===== config.mk =====
export PLATFORM = sky130hd
export DESIGN_NAME = spr_div
export DESIGN_NICKNAME = d
export VERILOG_FILES = /design/src/design/spr_div.sv
export SDC_FILE = /design/constraint.sdc
export NUM_CORES = 1
export LEC_CHECK = 0
export ABC_AREA = 0
export BUFFER_PORTS_ARGS = -buffer_cell sky130_fd_sc_hd__buf_2
export CORE_UTILIZATION = 24
export CTS_CLUSTER_DIAMETER = 150
export CTS_CLUSTER_SIZE = 16
export DETAILED_ROUTE_END_ITERATION = 10
export GPL_ROUTABILITY_DRIVEN = 1
export PLACE_DENSITY = 0.5
export SETUP_SLACK_MARGIN = 0.02
export SLEW_MARGIN = 20
export SYNTH_ARGS = -nofsm -noshare
export SYNTH_HDL_FRONTEND = slang
export SYNTH_SLANG_ARGS = --single-unit

===== constraint.sdc =====
create_clock -name i_clk -period 7.05 [get_ports i_clk]
set_input_delay 1.0575 -clock i_clk [delete_from_list [all_inputs] [get_ports i_clk]]
set_output_delay 1.0575 -clock i_clk [all_outputs]
set_load 0.005 [all_outputs]

===== src/design/spr_div.sv =====
// Restoring unsigned divider, one quotient bit per cycle.
// Standalone; used by sample_playback_resampler_core for rate ratios.
module spr_div #(
    parameter int NUM_W = 50,
    parameter int DEN_W = 25
) (
    input  logic             i_clk,
    input  logic             i_rst_n,
    input  logic             i_start,
    input  logic [NUM_W-1:0] i_num,
    input  logic [DEN_W-1:0] i_den,
    output logic             o_busy,
    output logic             o_done,
    output logic [NUM_W-1:0] o_quot
);
    localparam int CW = $clog2(NUM_W + 1);

    logic [NUM_W-1:0] r_q;
    logic [DEN_W-1:0] r_rem;
    logic [DEN_W-1:0] r_den;
    logic [CW-1:0]    r_cnt;
    logic             r_busy;
    logic             r_done;
    logic [DEN_W:0]   trial;
    logic             ge;
    logic [DEN_W:0]   rem_n;

    always_comb begin
        trial = {r_rem, r_q[NUM_W-1]};
        ge    = trial >= {1'b0, r_den};
        rem_n = ge ? (trial - {1'b0, r_den}) : trial;
    end

    always_ff @(posedge i_clk) begin
        if (!i_rst_n) begin
            r_busy <= 1'b0;
            r_done <= 1'b0;
            r_cnt  <= '0;
        end else if (i_start) begin
            r_q    <= i_num;
            r_rem  <= '0;
            r_den  <= i_den;
            r_cnt  <= CW'(NUM_W);
            r_busy <= 1'b1;
            r_done <= 1'b0;
        end else if (r_busy) begin
            r_q   <= {r_q[NUM_W-2:0], ge};
            r_rem <= rem_n[DEN_W-1:0];
            r_cnt <= r_cnt - CW'(1);
            if (r_cnt == CW'(1)) begin
                r_busy <= 1'b0;
                r_done <= 1'b1;
            end
        end else begin
            r_done <= 1'b0;
        end
    end

    assign o_busy = r_busy;
    assign o_done = r_done;
    assign o_quot = r_q;

endmodule


==> flow_summary.ini, run 1 <==
[timing]
final-setup-viol-count = 0
final_hold_viol_count = 0
finalCritPeriodShare_pct = 47.27
finClkSkew_ns = 0.008632
tns_ns = 0
relSlewSlack_pct = 38.23
min_period_ns = 3.333
maxSlewViolCount = 0
rsz0062_at_grt = no
worstMarginPinSlew_ns = 0.9266
max_freq_ghz = 0.3001

[logic_synthesis]
yosysSeqAreaShare_pct = 53.33
synth_area_leaders = edfxtp_1, mux2_2, ha_1, dfxtp_1, nor2_1
yosysTopAreaCell = edfxtp_1
yosysWarningCount = 0
synth_edf_count = 100
yosysTopAreaCellShare_pct = 50.63
synth_compound_area_share_pct = 11.60
synth_fa_ha_area_share_pct = 6.034
syn_inst = 503
synth_seq_cells = 108
ys.flop_type = edfxtp_1
synth_top_family_by_area = multiplexers
ys_types = 57
synth_nets = 609
synth_area_per_cell_um2 = 11.79
async_flop_share_pct = 0
synthMuxAreaShare_pct = 11.86
synth_xor_area_share_pct = 2.806
synthSimpleGateAreaFrac_pct = 10.51
syn_area_um2 = 5931

[final_layout]
instances_no_fill = 954
finish.instance_area_um2 = 7201
drive_gt1_share_pct = 32.22
syn2layout_area_growth_pct = 21.41
layout.nets = 731
antenna_cells = 0
final_util_pct = 29.70

[global_route]
overflow = 0
grt_usage_pct = 11.60
grt_pass1_wl_mm = 22.94
grt_pass1_vias = 4225
grt_max_degree = 72
antenna_found_initial = 0

[detailed_routing]
routed_wl_mm = 14.57
first_pass_iters = 5
antenna_left = 0
drt_iter0_markers = 188
num_vias = 4249
vias_per_cell = 4.454
drc_errors = 0
wl_per_cell_um = 15.27

[min_path]
hold-path-endpoint = o_done
whs_path_depth = 1
worstHoldStart = o_done
hold_path_class = flip-flop to flip-flop

[floorplanning]
row_count = 57
initial_utilization_pct = 24.46
die_y_um = 159.2
num_io_pins = 130
die_x_um = 159.2
core_um2 = 24250
die_area_um2 = 25340

[setup_path]
path_delay_family = compound AO/OA/AOI/OAI gates
path_cells = inv_1 > ha_1 > inv_1 > fa_1 > a21o_1 > a31o_1 > a211o_1 > nand3_1 > and2_1 > nor4_1 > a311o_1
critical_path_buf_inv_count = 2
cp-start-kind = flip-flop
slowest_stage = and2_1
crit_top_cell = inv_1
cpPeakStageDelay_ns = 0.62
path_class = flip-flop to flip-flop
rr_startpoint = o_quot[49]
reg2reg_to = r_rem[13]
path_max_fanout = 18
regToRegSetupSlack_ns = 3.72
endpoint_kind = flip-flop
ff2ff_path_depth = 11
worst-endpoint-arrival_ns = 3.45
crit_required_ns = 7.16

[power]
total_power_mw = 1.725
ir_drop_mv = 0.1320
pwr_density_cell_nw_per_um2 = 239.6
p_leak_nw = 2.945

[place]
place_hpwl_mm = 10.23
port_buffers = 129
gp_congestion = 0.7845
place_area_um2 = 6903
dp_cells = 938

[clock_tree]
cts_resized = 0
cts_tree = built
clock_path_buffers = 2
cts_inserted_buffers = 9
cts_hold_buffers = 0
clkSinkCount = 108
clock_latency_ns = 0.36
cts_setup_buffers = 0
cts.clk_slew.worst_paths_ns = 0.08
clockRootBuffer = clkbuf_16
htree_levels = 3

[job]
max-cap-violations = 0

[outcome]
outcome = complete, no violations
==> cells in the mapped netlist, drive strengths merged, types with 5 or more instances <==
master  instances
o21ai          18
buf             9
clkbuf         11
nand2          36
nor2           38
xor2            9
a21o           11
inv            33
a21oi          25
mux2           50
a21boi          5
edfxtp        100
nor3           12
o21a            6
o21bai          6
dfxtp           8
xnor2          10
nand4           8
ha             27
nand3          14
mux2i          14
==> where the power goes <==
part / total [mW] / leakage [nW] / internal (mW) / switching, mW
Sequential: 0.793 / 1.02 / 0.766 / 0.0269
Combinational: 0.399 / 1.77 / 0.174 / 0.225
Clock: 0.534 / 0.149 / 0.280 / 0.254
Total: 1.73 / 2.94 / 1.22 / 0.505
==> flip-flops by register name, summed over array words and instances (netlist names) <==
| signal | flops |
|---|---|
| r_rem | 25 |
| o_done | 1 |
| o_busy | 1 |
| r_den | 25 |
| o_quot | 50 |
| r_cnt | 6 |
==> cell families (layout without fill, tap and decap cells) <==
| family | after synthesis | after routing |
|---|---|---|
| buf+inv | 54 | 181 |
| fa+ha+maj | 28 | 28 |
| flops | 108 | 108 |
| compound gates | 100 | 100 |
| simple gates | 130 | 130 |
| mux | 64 | 64 |
| xor+xnor | 19 | 19 |
==> layer usage <==
layer,up-vias,global-route usage [%],wire (um)
met4,0,2.753,136
met3,10,4.611,1018
met5,-,0,0
met1,2008,14.85,6787
met2,117,18.28,6625
li1,2114,-,-
==> how the worst max path moves through the flow <==
stage                     startpoint   endpoint  slack, ns  depth (start not counted)
final                     o_quot[49]  r_rem[13]       3.72                         11
after global routing      o_quot[49]  r_rem[13]       3.49                         11
after CTS                 o_quot[49]  r_rem[13]       3.69                         11
after detailed placement     i_start  r_rem[13]       3.52                          5
after global placement       i_start  r_rem[13]       3.56                          5
after floorplan              i_start  o_quot[0]       3.21                          3
==> cell type report <==
cell class                      count  area, um2
Clock buffer                       10      229.0
Clock inverter                      6      68.82
Fill cell                        2564      17050
Inverter                           34      127.6
Multi-Input combinational cell    341       2546
Sequential cell                   108       3163
Tap cell                          324      405.4
Timing Repair Buffer              131      660.6
==> metrics by stage <==
stage	hold slack, ns	setup slack, ns
finish	0.5516	3.717
global route	0.5763	3.490
CTS	0.5684	3.694
detailed placement	0.5494	3.524
global placement	0.5545	3.557
floorplan	0.5243	3.214
==> worst register-to-register path: cells and delay by family (launching register included) <==
| kind | cells | cell delay (ns) |
|---|---|---|
| adder cells (fa/ha/maj) | 2 | 0.55 |
| buffers and inverters | 2 | 0.13 |
| AND/OR/NAND/NOR | 3 | 0.88 |
| flip-flops | 1 | 0.42 |
| AO/OA/AOI/OAI | 4 | 1.11 |
==> placed cells by master, fill, tap and decap left out, drive strengths merged, types with 18 or more instances in the layout <==
cell / n
a21oi: 25
buf: 131
edfxtp: 100
ha: 27
inv: 36
mux2: 50
nand2: 36
nor2: 38
o21ai: 18
Power figures use the tool's default switching activity.
==> run 2, diff against run 1 <==
--- a/config.mk
+++ b/config.mk
@@ -12,7 +12,7 @@
 export CTS_CLUSTER_SIZE = 16
 export DETAILED_ROUTE_END_ITERATION = 10
 export GPL_ROUTABILITY_DRIVEN = 1
-export PLACE_DENSITY = 0.5
+export PLACE_DENSITY = 0.51
 export SETUP_SLACK_MARGIN = 0.02
 export SLEW_MARGIN = 20
 export SYNTH_ARGS = -nofsm -noshare
==> constraint.sdc (replaced) <==
create_clock -name i_clk -period 2.9 [get_ports i_clk]
set_input_delay 0.435 -clock i_clk [delete_from_list [all_inputs] [get_ports i_clk]]
set_output_delay 0.435 -clock i_clk [all_outputs]
set_load 0.005 [all_outputs]
==> run 2 against run 1 <==
Compared with the run above:
- die area did not move
- utilization rose by 1.3 points
- hold slack lost 0.31 ns
- first-iteration DRC count is 5.9% higher
- final cell count grew 3.4%
- non-clock buffer count increased by 30
- global-route usage increased by 0.76 points
- critical path type unchanged
- critical endpoint is now r_rem[22]
- highest routed layer is now met5
==> flow_summary.ini, run 2 (same netlist as run 1, synthesis figures left out) <==
[outcome]
outcome = complete, no violations

[clock_tree]
clock_path_buffers = 2
cts_inserted_buffers = 9
cts_tree = built
clockRootBuffer = clkbuf_16
clkSinkCount = 108
cts.clk_slew.worst_paths_ns = 0.08
clock_latency_ns = 0.37
htree_levels = 3

[job]
max-cap-violations = 0

[detailed_routing]
routed_wl_mm = 15.21
wl_met1_mm = 6.830
route.met3.wl_mm = 1.170
wl_per_cell_um = 15.42
num_vias = 4415
met2_length_mm = 6.958
drt_iter0_markers = 199
vias_per_cell = 4.478
drc_errors = 0
antenna_left = 0
first_pass_iters = 4
top_layer_used = met5

[power]
ir_drop_mv = 0.2750
swShare_pct = 30.59
pwr_density_cell_nw_per_um2 = 572.5
p_leak_nw = 3.104
power_frac_seq_pct = 44.7
total_power_mw = 4.299
power.internal_mw = 2.984
power_switching_mw = 1.315
p_clk_share_pct = 30.1
pwr-share-comb_pct = 25.2

[floorplanning]
num_io_pins = 130
core_um2 = 24250
die_area_um2 = 25340
die_x_um = 159.2
row_count = 57
initial_utilization_pct = 24.46
die_y_um = 159.2

[timing]
relSlewSlack_pct = 62.06
rsz0062_at_grt = yes
whs_ns = 0.2454
final-setup-viol-count = 0
tns_ns = 0
worstMarginPinSlew_ns = 0.5655
min_period_ns = 2.734
maxSlewViolCount = 0
finalCritPeriodShare_pct = 94.28
final_hold_viol_count = 0
finClkSkew_ns = 0.01288
max_freq_ghz = 0.3658

[final_layout]
final_cell_mix = buf_2, edfxtp_1, mux2_2, nor2_1, nand2_1
final_common_cell = buf_2
syn2layout_area_growth_pct = 26.62
largest_reg_flops = 50
final_util_pct = 30.97
layout.nets = 761
instances_no_fill = 986
drive_gt1_share_pct = 36.52

[global_route]
grt_max_degree = 69
grt_pass1_wl_mm = 24.35
grt_usage_pct = 12.36
antenna_found_initial = 3
overflow = 0
grt_pass1_vias = 4657

[setup_path]
path_class = flip-flop to flip-flop
crit_top_cell = inv_1
worst-endpoint-arrival_ns = 2.85
path_cells = inv_1 > ha_1 > inv_1 > fa_2 > a21o_1 > a31o_1 > a211o_1 > a41o_1 > a21oi_1 > xor2_1 > o21ai_1
endpoint_kind = flip-flop
crit_required_ns = 3.01
slowest_stage = edfxtp_1
cp-start-kind = flip-flop
cpPeakStageDelay_ns = 0.39
path_max_fanout = 3

[place]
gp_congestion = 0.7691
dp_cells = 968
port_buffers = 129
place_hpwl_mm = 11.22

[min_path]
hold_path_class = input pin to flip-flop
run 2: layout make-up:
type	instances	area [um2]
antenna	2	5.005
clock buffer	9	225.2
clock inverter	7	80.08
fill	2531	16740
inverter	34	127.6
multi-input combinational	341	2580
sequential	108	3163
tap	324	405.4
timing repair buffer	161	923.4
run 2: metrics by stage:
step / instance area, um2 / worst slack [ns]
after global routing: 7507 / 0.01003
after floorplan: 5932 / 0.1502
final: 7510 / 0.1660
after global placement: 7166 / 0.07379
after detailed placement: 7166 / 0.001868
after CTS: 7472 / 0.04032
run 2: worst paths after layout:
path | from | to | slack, ns | cells past startpoint
worst max register to register | o_quot[49] | r_rem[22] | 0.17 | 11
worst max-delay path | o_quot[49] | r_rem[22] | 0.17 | 11
worst min-delay path | i_den[21] | r_den[21] | 0.25 | 1
worst min register to register | o_done | o_done | 0.55 | 1
run 2: timing repair:
item	CTS	global route
gates resized for setup	1	9
buffers inserted	0	0
hold buffers	0	0
endpoints found under the setup margin	2	23
run 2: routing by layer:
metal,track usage (%),vias up
met4,3.759,2
met5,0,-
met3,4.272,18
met1,15.26,2059
met2,20.28,147
li1,-,2189
run 2: power by group through the flow:
stage	Combinational [mW]	Sequential, mW	Clock [mW]
global route	1.21	1.94	1.39
CTS	1.08	1.93	1.35
finish	1.08	1.92	1.29
floorplan	0.711	1.95	0
global placement	1.08	1.96	0
detailed placement	1.08	1.96	0
run 2: critical path: cells and delay by family, from the launching register on:
kind            cells  cell delay (ns)
xor+xnor            1             0.17
buf+inv             2             0.13
compound gates      6             1.31
fa+ha+maj           2             0.50
flops               1             0.39
==> run 3, diff against run 2 <==
--- a/config.mk
+++ b/config.mk
@@ -13,6 +13,7 @@
 export DETAILED_ROUTE_END_ITERATION = 10
 export GPL_ROUTABILITY_DRIVEN = 1
 export PLACE_DENSITY = 0.51
+export RECOVER_POWER = 50
 export SETUP_SLACK_MARGIN = 0.02
 export SLEW_MARGIN = 20
 export SYNTH_ARGS = -nofsm -noshare
==> run 3 against run 2 <==
Compared with the run above:
- via count about the same
- wire length increased by 0.15%
- critical path depth stayed put
- power decreased by 0.12%
- clock power barely moved
- sequential cell count stayed put
- first-iteration DRC count is the same
- global-route usage unchanged
- clock skew barely moved
- sequential power about the same
- count of clock-buffer cells in the layout stayed put
==> flow_summary.ini, run 3 (same netlist as run 1, synthesis figures left out) <==
[outcome]
outcome = complete, no violations

[floorplanning]
initial_utilization_pct = 24.46
num_io_pins = 130
die_y_um = 159.2
die_x_um = 159.2
die_area_um2 = 25340
core_um2 = 24250
row_count = 57

[final_layout]
drive_gt1_share_pct = 34.09
largest_reg_flops = 50
final_cell_mix = buf_2, edfxtp_1, mux2_2, nor2_1, nand2_1
syn2layout_area_growth_pct = 25.93
final_common_cell = buf_2
layout.nets = 761
n_fill_cell = 2540

[setup_path]
crit_top_cell = inv_1
ff2ff_path_depth = 11
worst-endpoint-arrival_ns = 2.85
endpoint_kind = flip-flop
path_class = flip-flop to flip-flop
cpPeakStageDelay_ns = 0.39
path_max_fanout = 3
slowest_stage = edfxtp_1
cp-start-kind = flip-flop
crit_required_ns = 3.01
path_cells = inv_1 > ha_1 > inv_1 > fa_2 > a21o_1 > a31o_1 > a211o_1 > a41o_1 > a21oi_1 > xor2_1 > o21ai_1

[place]
gp_congestion = 0.7691
port_buffers = 129
place_hpwl_mm = 11.22
preCtsSetupSlack_ns = 0.001868

[power]
swShare_pct = 30.64
p_leak_nw = 3.056
p_clk_share_pct = 30.1
pwr-share-comb_pct = 25.1
power.internal_mw = 2.978
power_frac_seq_pct = 44.8
power_switching_mw = 1.316
pwr_density_cell_nw_per_um2 = 574.9
ir_drop_mv = 0.2749
total_power_mw = 4.294

[timing]
tns_ns = 0
finalCritPeriodShare_pct = 94.27
finClkSkew_ns = 0.01269
worstMarginPinSlew_ns = 1.289
maxSlewViolCount = 0
final_hold_viol_count = 0
final-setup-viol-count = 0
max_freq_ghz = 0.3658
setup_slack_ns = 0.1662
min_period_ns = 2.734
rsz0062_at_grt = yes
relSlewSlack_pct = 14.08

[detailed_routing]
wl_per_cell_um = 15.44
drc_errors = 0
vias_per_cell = 4.481
routed_wl_mm = 15.23
antenna_left = 0
num_vias = 4418
drt_iter0_markers = 199
first_pass_iters = 4

[clock_tree]
clockRootBuffer = clkbuf_16
clock_latency_ns = 0.37
clock_path_buffers = 2
cts_inserted_buffers = 9
clkSinkCount = 108
cts_setup_buffers = 0
cts_tree = built
htree_levels = 3
cts_hold_buffers = 0
cts.clk_slew.worst_paths_ns = 0.08

[global_route]
antenna_found_initial = 2
met3_usage_pct = 4.272
grt_pass1_vias = 4657
grt-busiest-layer = met2
grt_pass1_wl_mm = 24.35
use_met2_pct = 20.28
grt_usage_pct = 12.36
grt_max_degree = 69
grt_use_met1_pct = 15.26
overflow = 0

[min_path]
hold_path_class = input pin to flip-flop
whs_path_depth = 1

[job]
max-cap-violations = 0
==> run 3: worst paths after layout <==
check	from	endpoint	slack (ns)
setup / recovery	o_quot[49]	r_rem[22]	0.17
hold / removal	i_den[21]	r_den[21]	0.25
setup reg to reg	o_quot[49]	r_rem[22]	0.17
hold reg to reg	o_done	o_done	0.55
==> run 3: stage by stage <==
step           area (um2)  hold WS [ns]  util (%)  cells
2_1_floorplan        5932        0.5243         -    503
3_3_place_gp         7166        0.5273     29.55    968
3_5_place_dp         7166        0.5346     29.55    968
4_1_cts              7472        0.2248     30.82    984
5_1_grt              7466        0.2284     30.79    985
6_report             7468        0.2458     30.80    986
==> run 3: area by class of cell <==
type	instances	area [um2]	area share, %
repair buffers	161	889.6	11.91
flip-flops and latches	108	3163	42.35
multi-input cells	341	2572	34.44
clock buffers	9	225.2	3.016
diodes	2	5.005	0.06701
inverters	34	127.6	1.709
clock inverters	7	80.08	1.072
well taps	324	405.4	5.428
==> run 3: worst max-delay path, delay by kind of cell (launching register included) <==
kind,cells,cell delay [ns]
AOI/OAI and AO/OA,6,1.31
adders and majority gates,2,0.50
DFF,1,0.39
xor gates and xnor gates,1,0.17
buffers and inverters,2,0.13
==> run 3: repair_timing <==
action	4_1_cts	5_1_grt
resized for setup	1	9
pin swaps	0	0
endpoints found under the setup margin	2	23
==> run 3: layer usage <==
layer,part of all wire (%),up-vias
met5,0,-
met4,1.5,0
met3,7.6,16
met2,46,146
met1,45,2069
li1,-,2187
==> run 3: power groups by stage <==
stage	clock, mW	combinational [mW]	sequential [mW]
after detailed placement	0	1.08	1.96
after global placement	0	1.08	1.96
after CTS	1.35	1.08	1.93
after floorplan	0	0.711	1.95
after global routing	1.39	1.21	1.94
final	1.29	1.08	1.92
